### config.mk
export PLATFORM = sky130hd
export DESIGN_NAME = base64_stream_decoder
export DESIGN_NICKNAME = d
export VERILOG_FILES = /design/src/rtl/b64d_pkg.sv /design/src/rtl/base64_stream_decoder.sv /design/src/rtl/b64d_front.sv /design/src/rtl/b64d_queue.sv /design/src/rtl/b64d_back.sv
export SDC_FILE = /design/constraint.sdc
export NUM_CORES = 1
export LEC_CHECK = 0
export BUFFER_PORTS_ARGS = -buffer_cell sky130_fd_sc_hd__buf_2
export CORE_AREA = 3 3 92 94
export CTS_CLUSTER_SIZE = 14
export DETAILED_ROUTE_END_ITERATION = 8
export DIE_AREA = 0 0 95 97
export PLACE_DENSITY = 0.46
export SLEW_MARGIN = 20
export SYNTH_ARGS = -nofsm -noshare
export SYNTH_HDL_FRONTEND = slang
export SYNTH_SLANG_ARGS = --single-unit
export TNS_END_PERCENT = 10
### constraint.sdc
create_clock -name clk_i -period 5.75 [get_ports clk_i]
set_clock_uncertainty 0.05 [all_clocks]
set_input_delay 0.8625 -clock clk_i [delete_from_list [all_inputs] [get_ports clk_i]]
set_output_delay 0.8625 -clock clk_i [all_outputs]
set_load 0.05 [all_outputs]
### src/rtl/b64d_pkg.sv
`default_nettype none
package b64d_pkg;

  // queue between front and back
  localparam int unsigned QueueDepth = 2;
  localparam int unsigned QPtrW      = (QueueDepth > 1) ? $clog2(QueueDepth) : 1;
  localparam int unsigned QCntW      = $clog2(QueueDepth + 1);

  // padding character
  localparam logic [7:0] PadChar = 8'h3D;

  // status codes reported on the last result
  typedef enum logic [2:0] {
    ST_OK       = 3'd0,
    ST_BAD_CHAR = 3'd1,
    ST_BAD_LEN  = 3'd2,
    ST_BAD_PAD  = 3'd3,
    ST_LEFTOVER = 3'd4
  } status_e;

  // character classes
  typedef enum logic [1:0] {
    SYM_DATA = 2'd0,
    SYM_PAD  = 2'd1,
    SYM_BAD  = 2'd2
  } sym_kind_e;

  // classified character as it sits in the queue
  typedef struct packed {
    sym_kind_e   kind;
    logic [5:0]  value;
    logic        fin;
  } sym_t;

  // map one raw character to its class and 6-bit value
  function automatic sym_t classify(logic [7:0] c, logic fin);
    sym_t s;
    s.kind  = SYM_DATA;
    s.value = 6'd0;
    s.fin   = fin;
    if (c inside {[8'h41:8'h5A]}) begin
      s.value = 6'(c - 8'h41);
    end else if (c inside {[8'h61:8'h7A]}) begin
      s.value = 6'(c - 8'h47);
    end else if (c inside {[8'h30:8'h39]}) begin
      s.value = 6'(c + 8'h04);
    end else if (c == 8'h2B) begin
      s.value = 6'd62;
    end else if (c == 8'h2F) begin
      s.value = 6'd63;
    end else if (c == PadChar) begin
      s.kind = SYM_PAD;
    end else begin
      s.kind = SYM_BAD;
    end
    return s;
  endfunction

endpackage
`default_nettype wire

### src/rtl/base64_stream_decoder.sv
// Base64 (standard alphabet) stream decoder. One character is taken per
// cycle on the input channel while in_stall_o is low, end_of_text_i marking
// the final one; the 2nd, 3rd and 4th character of each group each give one
// data byte, and the final character always gives exactly one result with
// last_o set. The first error is latched, data stops, and status_o on the
// last result tells what went wrong (0 means the text was good; any other
// value means all bytes of that text are to be dropped). Sustained rate is
// one character per cycle while neither side stalls: a classifier front end
// writes a two-entry queue, and the decode back end pops one entry per cycle
// into a result register, so a character passes the queue and then the
// result register before its result is presented. While out_stall_i holds
// a result, characters fill the queue until in_stall_o rises.
`default_nettype none
module base64_stream_decoder (
  input  wire logic        clk_i,
  input  wire logic        rst_ni,
  input  wire logic        in_valid_i,
  output logic             in_stall_o,
  input  wire logic [7:0]  char_in_i,
  input  wire logic        end_of_text_i,
  output logic             out_valid_o,
  input  wire logic        out_stall_i,
  output logic [7:0]       data_byte_o,
  output logic             byte_valid_o,
  output logic             last_o,
  output logic [2:0]       status_o
);

  logic             push;
  b64d_pkg::sym_t   push_sym;
  logic             pop;
  b64d_pkg::sym_t   head;
  logic             q_empty;
  logic             q_full;

  // accept and classify
  b64d_front u_front (
    .in_valid_i    (in_valid_i),
    .in_stall_o    (in_stall_o),
    .char_in_i     (char_in_i),
    .end_of_text_i (end_of_text_i),
    .q_full_i      (q_full),
    .push_o        (push),
    .push_sym_o    (push_sym)
  );

  // decoupling queue
  b64d_queue u_queue (
    .clk_i      (clk_i),
    .rst_ni     (rst_ni),
    .push_i     (push),
    .push_sym_i (push_sym),
    .pop_i      (pop),
    .head_o     (head),
    .empty_o    (q_empty),
    .full_o     (q_full)
  );

  // decode and drive results
  b64d_back u_back (
    .clk_i        (clk_i),
    .rst_ni       (rst_ni),
    .head_i       (head),
    .q_empty_i    (q_empty),
    .pop_o        (pop),
    .out_valid_o  (out_valid_o),
    .out_stall_i  (out_stall_i),
    .data_byte_o  (data_byte_o),
    .byte_valid_o (byte_valid_o),
    .last_o       (last_o),
    .status_o     (status_o)
  );

endmodule
`default_nettype wire

### src/rtl/b64d_front.sv
`default_nettype none
module b64d_front (
  input  wire logic           in_valid_i,
  output logic                in_stall_o,
  input  wire logic [7:0]     char_in_i,
  input  wire logic           end_of_text_i,
  input  wire logic           q_full_i,
  output logic                push_o,
  output b64d_pkg::sym_t      push_sym_o
);

  // accept whenever the queue has room
  assign in_stall_o = q_full_i;
  assign push_o     = in_valid_i && !q_full_i;

  // classify the character on the way in
  assign push_sym_o = b64d_pkg::classify(char_in_i, end_of_text_i);

endmodule
`default_nettype wire

### src/rtl/b64d_queue.sv
`default_nettype none
module b64d_queue (
  input  wire logic                 clk_i,
  input  wire logic                 rst_ni,
  input  wire logic                 push_i,
  input  wire b64d_pkg::sym_t       push_sym_i,
  input  wire logic                 pop_i,
  output b64d_pkg::sym_t            head_o,
  output logic                      empty_o,
  output logic                      full_o
);

  b64d_pkg::sym_t                      mem_q [b64d_pkg::QueueDepth];
  logic [b64d_pkg::QPtrW-1:0]          wr_ptr_q, wr_ptr_d;
  logic [b64d_pkg::QPtrW-1:0]          rd_ptr_q, rd_ptr_d;
  logic [b64d_pkg::QCntW-1:0]          count_q, count_d;
  logic                                do_push, do_pop;

  assign empty_o = (count_q == '0);
  assign full_o  = (count_q == b64d_pkg::QCntW'(b64d_pkg::QueueDepth));
  assign head_o  = mem_q[rd_ptr_q];
  assign do_push = push_i && !full_o;
  assign do_pop  = pop_i && !empty_o;

  // pointer and count update
  always_comb begin
    wr_ptr_d = wr_ptr_q;
    rd_ptr_d = rd_ptr_q;
    count_d  = count_q;
    if (do_push) begin
      wr_ptr_d = (wr_ptr_q == b64d_pkg::QPtrW'(b64d_pkg::QueueDepth - 1)) ? '0
               : wr_ptr_q + 1'b1;
    end
    if (do_pop) begin
      rd_ptr_d = (rd_ptr_q == b64d_pkg::QPtrW'(b64d_pkg::QueueDepth - 1)) ? '0
               : rd_ptr_q + 1'b1;
    end
    if (do_push && !do_pop) begin
      count_d = count_q + 1'b1;
    end else if (do_pop && !do_push) begin
      count_d = count_q - 1'b1;
    end
  end

  always_ff @(posedge clk_i or negedge rst_ni) begin
    if (!rst_ni) begin
      wr_ptr_q <= '0;
      rd_ptr_q <= '0;
      count_q  <= '0;
    end else begin
      wr_ptr_q <= wr_ptr_d;
      rd_ptr_q <= rd_ptr_d;
      count_q  <= count_d;
    end
  end

  // entry storage
  always_ff @(posedge clk_i) begin
    if (do_push) begin
      mem_q[wr_ptr_q] <= push_sym_i;
    end
  end

endmodule
`default_nettype wire

### src/rtl/b64d_back.sv
`default_nettype none
module b64d_back (
  input  wire logic           clk_i,
  input  wire logic           rst_ni,
  input  wire b64d_pkg::sym_t head_i,
  input  wire logic           q_empty_i,
  output logic                pop_o,
  output logic                out_valid_o,
  input  wire logic           out_stall_i,
  output logic [7:0]          data_byte_o,
  output logic                byte_valid_o,
  output logic                last_o,
  output logic [2:0]          status_o
);

  // decode state
  logic [1:0]              pos_q, pos_d;
  logic [5:0]              prev_q, prev_d;
  logic [1:0]              pad_q, pad_d;
  b64d_pkg::status_e       err_q, err_d;

  // result register
  logic                    out_valid_q, out_valid_d;
  logic [7:0]              data_q, data_d;
  logic                    bvalid_q, bvalid_d;
  logic                    last_q, last_d;
  b64d_pkg::status_e       status_q, status_d;

  logic                    can_load;
  logic                    have;
  logic                    have_ok;
  logic [7:0]              byte_val;
  b64d_pkg::status_e       e;

  // pop when the result register is free or draining this cycle
  assign can_load = !out_valid_q || !out_stall_i;
  assign pop_o    = !q_empty_i && can_load;

  // decode one classified character
  always_comb begin
    pos_d    = pos_q;
    prev_d   = prev_q;
    pad_d    = pad_q;
    err_d    = err_q;
    have     = 1'b0;
    byte_val = 8'd0;
    e        = b64d_pkg::ST_OK;
    if (err_q == b64d_pkg::ST_OK) begin
      if (pad_q != 2'd0 && pos_q == 2'd0) begin
        e = b64d_pkg::ST_BAD_PAD;
      end else if (head_i.kind == b64d_pkg::SYM_PAD) begin
        if (pos_q < 2'd2) begin
          e = b64d_pkg::ST_BAD_PAD;
        end else if (pos_q == 2'd2) begin
          if (prev_q[3:0] != 4'd0) begin
            e = b64d_pkg::ST_LEFTOVER;
          end else begin
            pad_d = 2'd1;
          end
        end else begin
          if (pad_q == 2'd0 && prev_q[1:0] != 2'd0) begin
            e = b64d_pkg::ST_LEFTOVER;
          end else begin
            pad_d = pad_q + 2'd1;
          end
        end
      end else if (pad_q != 2'd0) begin
        e = b64d_pkg::ST_BAD_PAD;
      end else if (head_i.kind == b64d_pkg::SYM_BAD) begin
        e = b64d_pkg::ST_BAD_CHAR;
      end else begin
        case (pos_q)
          2'd1: begin
            byte_val = {prev_q, head_i.value[5:4]};
            have     = 1'b1;
          end
          2'd2: begin
            byte_val = {prev_q[3:0], head_i.value[5:2]};
            have     = 1'b1;
          end
          2'd3: begin
            byte_val = {prev_q[1:0], head_i.value};
            have     = 1'b1;
          end
          default: begin
            have = 1'b0;
          end
        endcase
        prev_d = head_i.value;
      end
      pos_d = pos_q + 2'd1;
      // bad length outranks an error of the final character
      if (head_i.fin && pos_d != 2'd0) begin
        e = b64d_pkg::ST_BAD_LEN;
      end
      err_d = e;
    end
    have_ok = have && (err_d == b64d_pkg::ST_OK);
    // text done: back to the reset state
    if (head_i.fin) begin
      pos_d  = 2'd0;
      prev_d = 6'd0;
      pad_d  = 2'd0;
      err_d  = b64d_pkg::ST_OK;
    end
  end

  // result register next values
  always_comb begin
    out_valid_d = out_valid_q;
    data_d      = data_q;
    bvalid_d    = bvalid_q;
    last_d      = last_q;
    status_d    = status_q;
    if (pop_o) begin
      out_valid_d = head_i.fin || have_ok;
      data_d      = have_ok ? byte_val : 8'd0;
      bvalid_d    = have_ok;
      last_d      = head_i.fin;
      status_d    = (head_i.fin && !have_ok) ? e : b64d_pkg::ST_OK;
      if (err_q != b64d_pkg::ST_OK) begin
        status_d = (head_i.fin) ? err_q : b64d_pkg::ST_OK;
      end
    end else if (out_valid_q && !out_stall_i) begin
      out_valid_d = 1'b0;
    end
  end

  always_ff @(posedge clk_i or negedge rst_ni) begin
    if (!rst_ni) begin
      pos_q       <= 2'd0;
      prev_q      <= 6'd0;
      pad_q       <= 2'd0;
      err_q       <= b64d_pkg::ST_OK;
      out_valid_q <= 1'b0;
    end else begin
      if (pop_o) begin
        pos_q  <= pos_d;
        prev_q <= prev_d;
        pad_q  <= pad_d;
        err_q  <= err_d;
      end
      out_valid_q <= out_valid_d;
    end
  end

  // result payload
  always_ff @(posedge clk_i) begin
    data_q   <= data_d;
    bvalid_q <= bvalid_d;
    last_q   <= last_d;
    status_q <= status_d;
  end

  assign out_valid_o  = out_valid_q;
  assign data_byte_o  = data_q;
  assign byte_valid_o = bvalid_q;
  assign last_o       = last_q;
  assign status_o     = status_q;

endmodule
`default_nettype wire

After elaboration in Yosys (flattened, before gate mapping)
Memories as Yosys holds them, arrays and structs flattened.
Index checks and enable logic that the tools add are counted.
- add/subtract/negate cells: 9
- $lt $le $gt $ge: 7
- equal/unequal tests: 16
- multiplexer cells: 57
- bitwise operators: 2
- reductions and logical operators: 43
- operator list (kind ; count):
    $mux 6 ; 11
    $mux 3 ; 14
    $mux 2 ; 18
    $eq 8x6->1 const B ; 3
    $pmux 8 s3 ; 1
    $ge 8x7->1 const B ; 2
    $le 8x7->1 const B ; 2
    $logic_and 1x1->1 ; 15
    $reduce_bool 2->1 ; 7
    $mux 1 ; 13
    $ne 2x1->1 const B ; 5
    $eq 2x2->1 const B ; 4
    $ge 8x6->1 const B ; 1
    $le 8x6->1 const B ; 1
    $logic_not 1->1 ; 7
    $reduce_and 7->1 ; 1
    $add 2x1->2 const B ; 3
    $add 6x3->6 const B ; 1
    $logic_not 2->1 ; 3
    $logic_not 3->1 ; 2
    $reduce_and 6->1 ; 1
    $reduce_or 6->1 ; 1
    $sub 6x1->6 const B ; 1
    $sub 6x3->6 const B ; 1
    other kinds (12) ; 16
- register bits: 31
- memory bits (writable): 18
- input bits: 13
- output and inout bits: 15
- word-level logic and storage cells: 147
- memories kept: 1
- memory list (name ; depth ; width ; read ports ; clocked after memory_dff ; wr ports ; line ; RTL):
    u_queue.mem_q ; 2 ; 9 ; 1 ; 0 ; 1 ; b64d_queue.sv:13 ; b64d_pkg::sym_t mem_q [b64d_pkg::QueueDepth];

Logic depth before layout (Yosys ltp)
- depth in word-level cells: 15
- gate-level depth with buffers: 8
- depth with buffers taken out: 7

Hierarchy
From an unflattened synthesis, not the netlist that was laid out.
- cells, all modules: 263
- area, all modules: 2874.0 µm²
- modules (own cells, without submodules) (module ; instances ; cells each ; area each (µm²) ; sequential area each (µm²)):
    b64d_back ; 1 ; 135 ; 1432.6 ; 740.7
    b64d_queue ; 1 ; 47 ; 845.8 ; 640.6
    b64d_front ; 1 ; 81 ; 595.6 ; 0.0

Least setup slack after synthesis
Ideal clock, no wire load.
- path type: input to register
- start point: input port char_in_i[2]
- end point: memory u_queue.mem_q[0][3] (netlist bit) (data pin)
- setup time: 265 ps
- data arrival time: 2085 ps
- required time: 5435 ps
- slack: 3350 ps
- stages on the path: 8
- path buffers: 1
- cells stage by stage: inv_1 ha_1 nor2b_1 o21ai_0 and2_1 clkbuf_1 o2bb2ai_1 a221o_1
- RTL lines (item ; line ; RTL):
    start, declared ; base64_stream_decoder.sv:19 ; input wire logic [7:0] char_in_i,
    end, declared ; b64d_queue.sv:13 ;

==> summary.md <==
| Metric | Value |
|---|---|
| Non-filler instance count after layout | `363` |
| Post-layout util | `roughly two fifths` |
| Buffer cell driving the clock tree root | `clkbuf_8` |
| Number of placement rows | `32` |
| Cell Int Power | `853.3 uW` |
| Min Clock Period, post-route | `2.551 ns` |
| Data arrival time of the critical path | `2.72 ns` |
| Max-cap violations | `0` |
| Element type at the critical path start | `flip-flop` |
| Cell count after placement | `356` |
| Overall via count from detail_route | `around 1900` |
| Die Y-Extent | `97 um` |
| HPWL Detailed | `about 3800 um` |
| Antenna Violating Nets Remaining | `0` |
| Most frequent cells in the layout | `31 x edfxtp_1, 29 x nor2_1, 27 x buf_2` |
| Area Growth Syn to Fin | `12.91%` |
| Peak Freq | `392.0 MHz` |
| Layout fillers | `761` |
| Die area | `about 0.009 sq mm` |
| Share of flip-flops with an asynchronous set or reset | `36.73%` |
| Post-synthesis xor/xnor area fraction | `3.011%` |
| Peak fanout along the critical path | `12` |
| Setup repair after global routing missed its margin | `false` |
| Violation count after the first detailed-route iteration | `108` |
| Worst reg2reg endpoint | `u_back.pad_q[1]` |
| Worst reg-to-reg path cell count | `5` |
| Clock latency of the later-clocked register in the worst-skew pair | `0.30 ns` |
| Share of cell area taken by muxes after synthesis | `under 10%` |
| Vias per cell | `5.154` |
| Layout Nets | `288` |
| Endpoints failing setup | `0` |
| Post-CTS Setup Bufs | `0` |
| Peak VDD IR | `between 0.1 and 0.15 mV` |
| Fraction of final layout cells with drive strength greater than 1 | `17.24%` |
| Final design instance area without fill | `0.002955 sq mm` |
| Combinational group share of total power | `45.8%` |
| Avg WL per Cell | `14.15 um` |
| TritonCTS clock tree | `yes` |
| Synthesized-area fraction occupied by and/or/nand/nor cells | `approximately 13%` |
| First-pass GRT wire length | `approximately 8900 um` |
| Ys flop type | `edfxtp_1` |
| Net count of the mapped netlist | `approximately 260` |
| Cell area reported after detailed placement | `around 0.0029 sq mm` |
| Sequential fraction of design power | `between 30% and 40%` |
| Number of levels the H-tree was split into | `2` |
| Static leakage | `approximately 1.2 nW` |
| Drc violations | `0` |
| Resize count post-CTS | `0` |
| Compound-Gate Fraction of Synth Area | `17.54%` |
| Min setup slack post-route | `between 3 and 4 ns` |
| Reg clk slew, reported paths | `0.08 ns` |
| Type of destination of the critical path | `flip-flop` |
| Worst-case clock buffer depth | `2` |
| Power density cells | `between 500 and 600 mW/mm^2` |
| Setup tns final | `0 ns` |
| Number of enable flip-flop cells after synthesis | `31` |
| Data required, critical path | `5.92 ns` |
| Post-Route WL | `5137 um` |
| Switching component of the power | `about 650 uW` |
| Effective utilization at floorplan | `about a third` |
| Buffers on Ports | `27` |
| Gate Count Post-Synth | `235` |
| Cell area after technology mapping | `between 0.002 and 0.003 sq mm` |
| Pre-Repair DR Iteration Count | `5` |
| R2R Path Start | `u_queue.rd_ptr_q` |
| Result of the run | `finished clean` |
| Placement Setup Slack | `a little over 3 ns` |
| Most common cell after layout, fill and taps aside | `edfxtp_1` |
| Boundary pin count | `28` |
| Floorplan core area | `0.007727 sq mm` |
| Overall power consumption | `between 1.5 and 2 mW` |
| Worst setup path category | `flip-flop to flip-flop` |
| Clock Sinks | `49` |
| Switching share of power | `a little over two fifths` |
| Max Transition Viols Final | `0` |
| Sequential element share of the synthesized area | `52.77%` |
| Number of different library cells in the post-synthesis netlist | `48` |
| Synthesis warning total | `0` |
| X dimension of the die | `roughly 95 um` |
| Number of antenna violations at the first check in global routing | `0` |
| Total count of hold-check failures in the final report | `0` |
| Portion of the clock cycle consumed by the worst path in the final layout | `~44%` |
| Class of the tightest hold or removal check | `input port to async pin` |
| Final worst hold slack | `0.4484 ns` |
| Total routing usage reported by global routing | `about 12%` |
| Worst slew pin tran | `0.7775 ns` |
| Number of global-route vias before repair | `1778` |
| Overflow left after global routing | `0` |
| RePlAce Congestion | `0.8083` |
| Mean post-synth cell area | `11.14 sq um` |
| Slew margin rel. | `47.97%` |
| Worst reg-to-reg setup slack | `3.20 ns` |
| Largest family of logic cells by synthesized area | `compound AO/OA/AOI/OAI gates` |
| Synth Area in Adders | `6.692%` |
| Maximum number of pins on one net before global-route repair | `20` |
| Number of buffers added to fix hold violations after cts | `0` |
| Clock share of power | `between 15 and 20%` |
| Number of CTS-inserted buffers | `5` |
| Synthesis-stage register bit count | `49` |
| ANT cells | `0` |
-- critical path: stages (launching register included) --
cell and delay (ns):
dfrtp_1 0.65, mux2i_1 0.56, inv_1 0.26, nor2_1 0.67
nand4_1 0.17, o21ai_0 0.11
-- Yosys cell counts, types with 2 or more instances --
cell        n  area (sq um)
xnor2_1     6         52.55
nor3_1      2         10.01
a21o_1      2         15.01
nor2b_1     3         18.77
mux2i_1     3         30.03
a21oi_1    12         60.06
o21ai_1     2         10.01
nand3_1     3         15.01
xor2_1      3         26.28
clkbuf_1    6         22.52
a32o_1      7         70.07
nor3b_1     2         15.01
ha_1       14         175.2
and2_1      2         12.51
inv_1      17         63.81
nand2b_1    2         12.51
o21ai_0    10         50.05
a31oi_1     3         18.77
nor4_1      4         25.02
mux2_2      5         56.30
a222oi_1    7         70.07
edfxtp_1   31         930.9
buf_2       2         10.01
nand2_1    13         48.80
o2bb2ai_1   2         17.52
nor2_1     29         108.9
dfrtp_1    18         450.4
o22ai_1     5         31.28
-- routing by layer --
layer  vias to the layer above  share of wire [%]  GRT usage, %
li1                        929                  -             -
met1                       886                 46         16.19
met2                        49                 48         19.31
met3                         7                4.3         2.255
met4                         0                1.6         4.550
met5                         -                  0             0
-- registers in the layout, summed over array words and instances (netlist names) --
signal,cells
u_back.pos_q,2
u_back.prev_q,6
u_queue.rd_ptr_q,1
u_back.status_o,3
u_back.pad_q,2
u_back.data_byte_o,8
u_back.out_valid_o,1
u_queue.count_q,2
u_queue.mem_q,18
u_back.last_o,1
u_back.byte_valid_o,1
u_back.err_q,3
u_queue.wr_ptr_q,1
-- logic make-up (layout without fill, tap and decap cells) --
family / count (synthesis) / count (layout)
and+or+nand+nor: 68 / 68
AOI/OAI and AO/OA: 61 / 61
DFF: 49 / 49
buffers and inverters: 26 / 52
adders and majority gates: 14 / 14
xor gates and xnor gates: 9 / 9
muxes: 8 / 8
-- how the worst max path moves through the flow --
stage	from	endpoint	slack, ns
after CTS	u_queue.rd_ptr_q	u_back.pad_q[1]	3.17
after floorplan	char_in_i[2]	u_queue.mem_q[0][3]	3.35
after detailed placement	char_in_i[2]	u_queue.mem_q[1][7]	3.02
final	u_queue.rd_ptr_q	u_back.pad_q[1]	3.20
after global routing	u_queue.rd_ptr_q	u_back.pad_q[1]	2.91
after global placement	char_in_i[2]	u_queue.mem_q[0][7]	3.05
-- final cells by class --
type,count,area (sq um),area share (%)
multi-input combinational,160,1136,38.44
inverter,17,63.81,2.159
timing repair buffer,28,142.6,4.826
tap,102,127.6,4.318
clock buffer,5,68.82,2.329
clock inverter,2,35.03,1.185
sequential,49,1381,46.74
-- power by group through the flow --
stage	Sequential [mW]	Clock, mW	Combinational (mW)
after floorplan	0.726	0	0.399
final	0.579	0.235	0.689
after detailed placement	0.588	0	0.697
after CTS	0.580	0.244	0.699
after global placement	0.585	0	0.699
after global routing	0.594	0.258	0.762
Note: power is estimated with default switching activity, not from simulation.
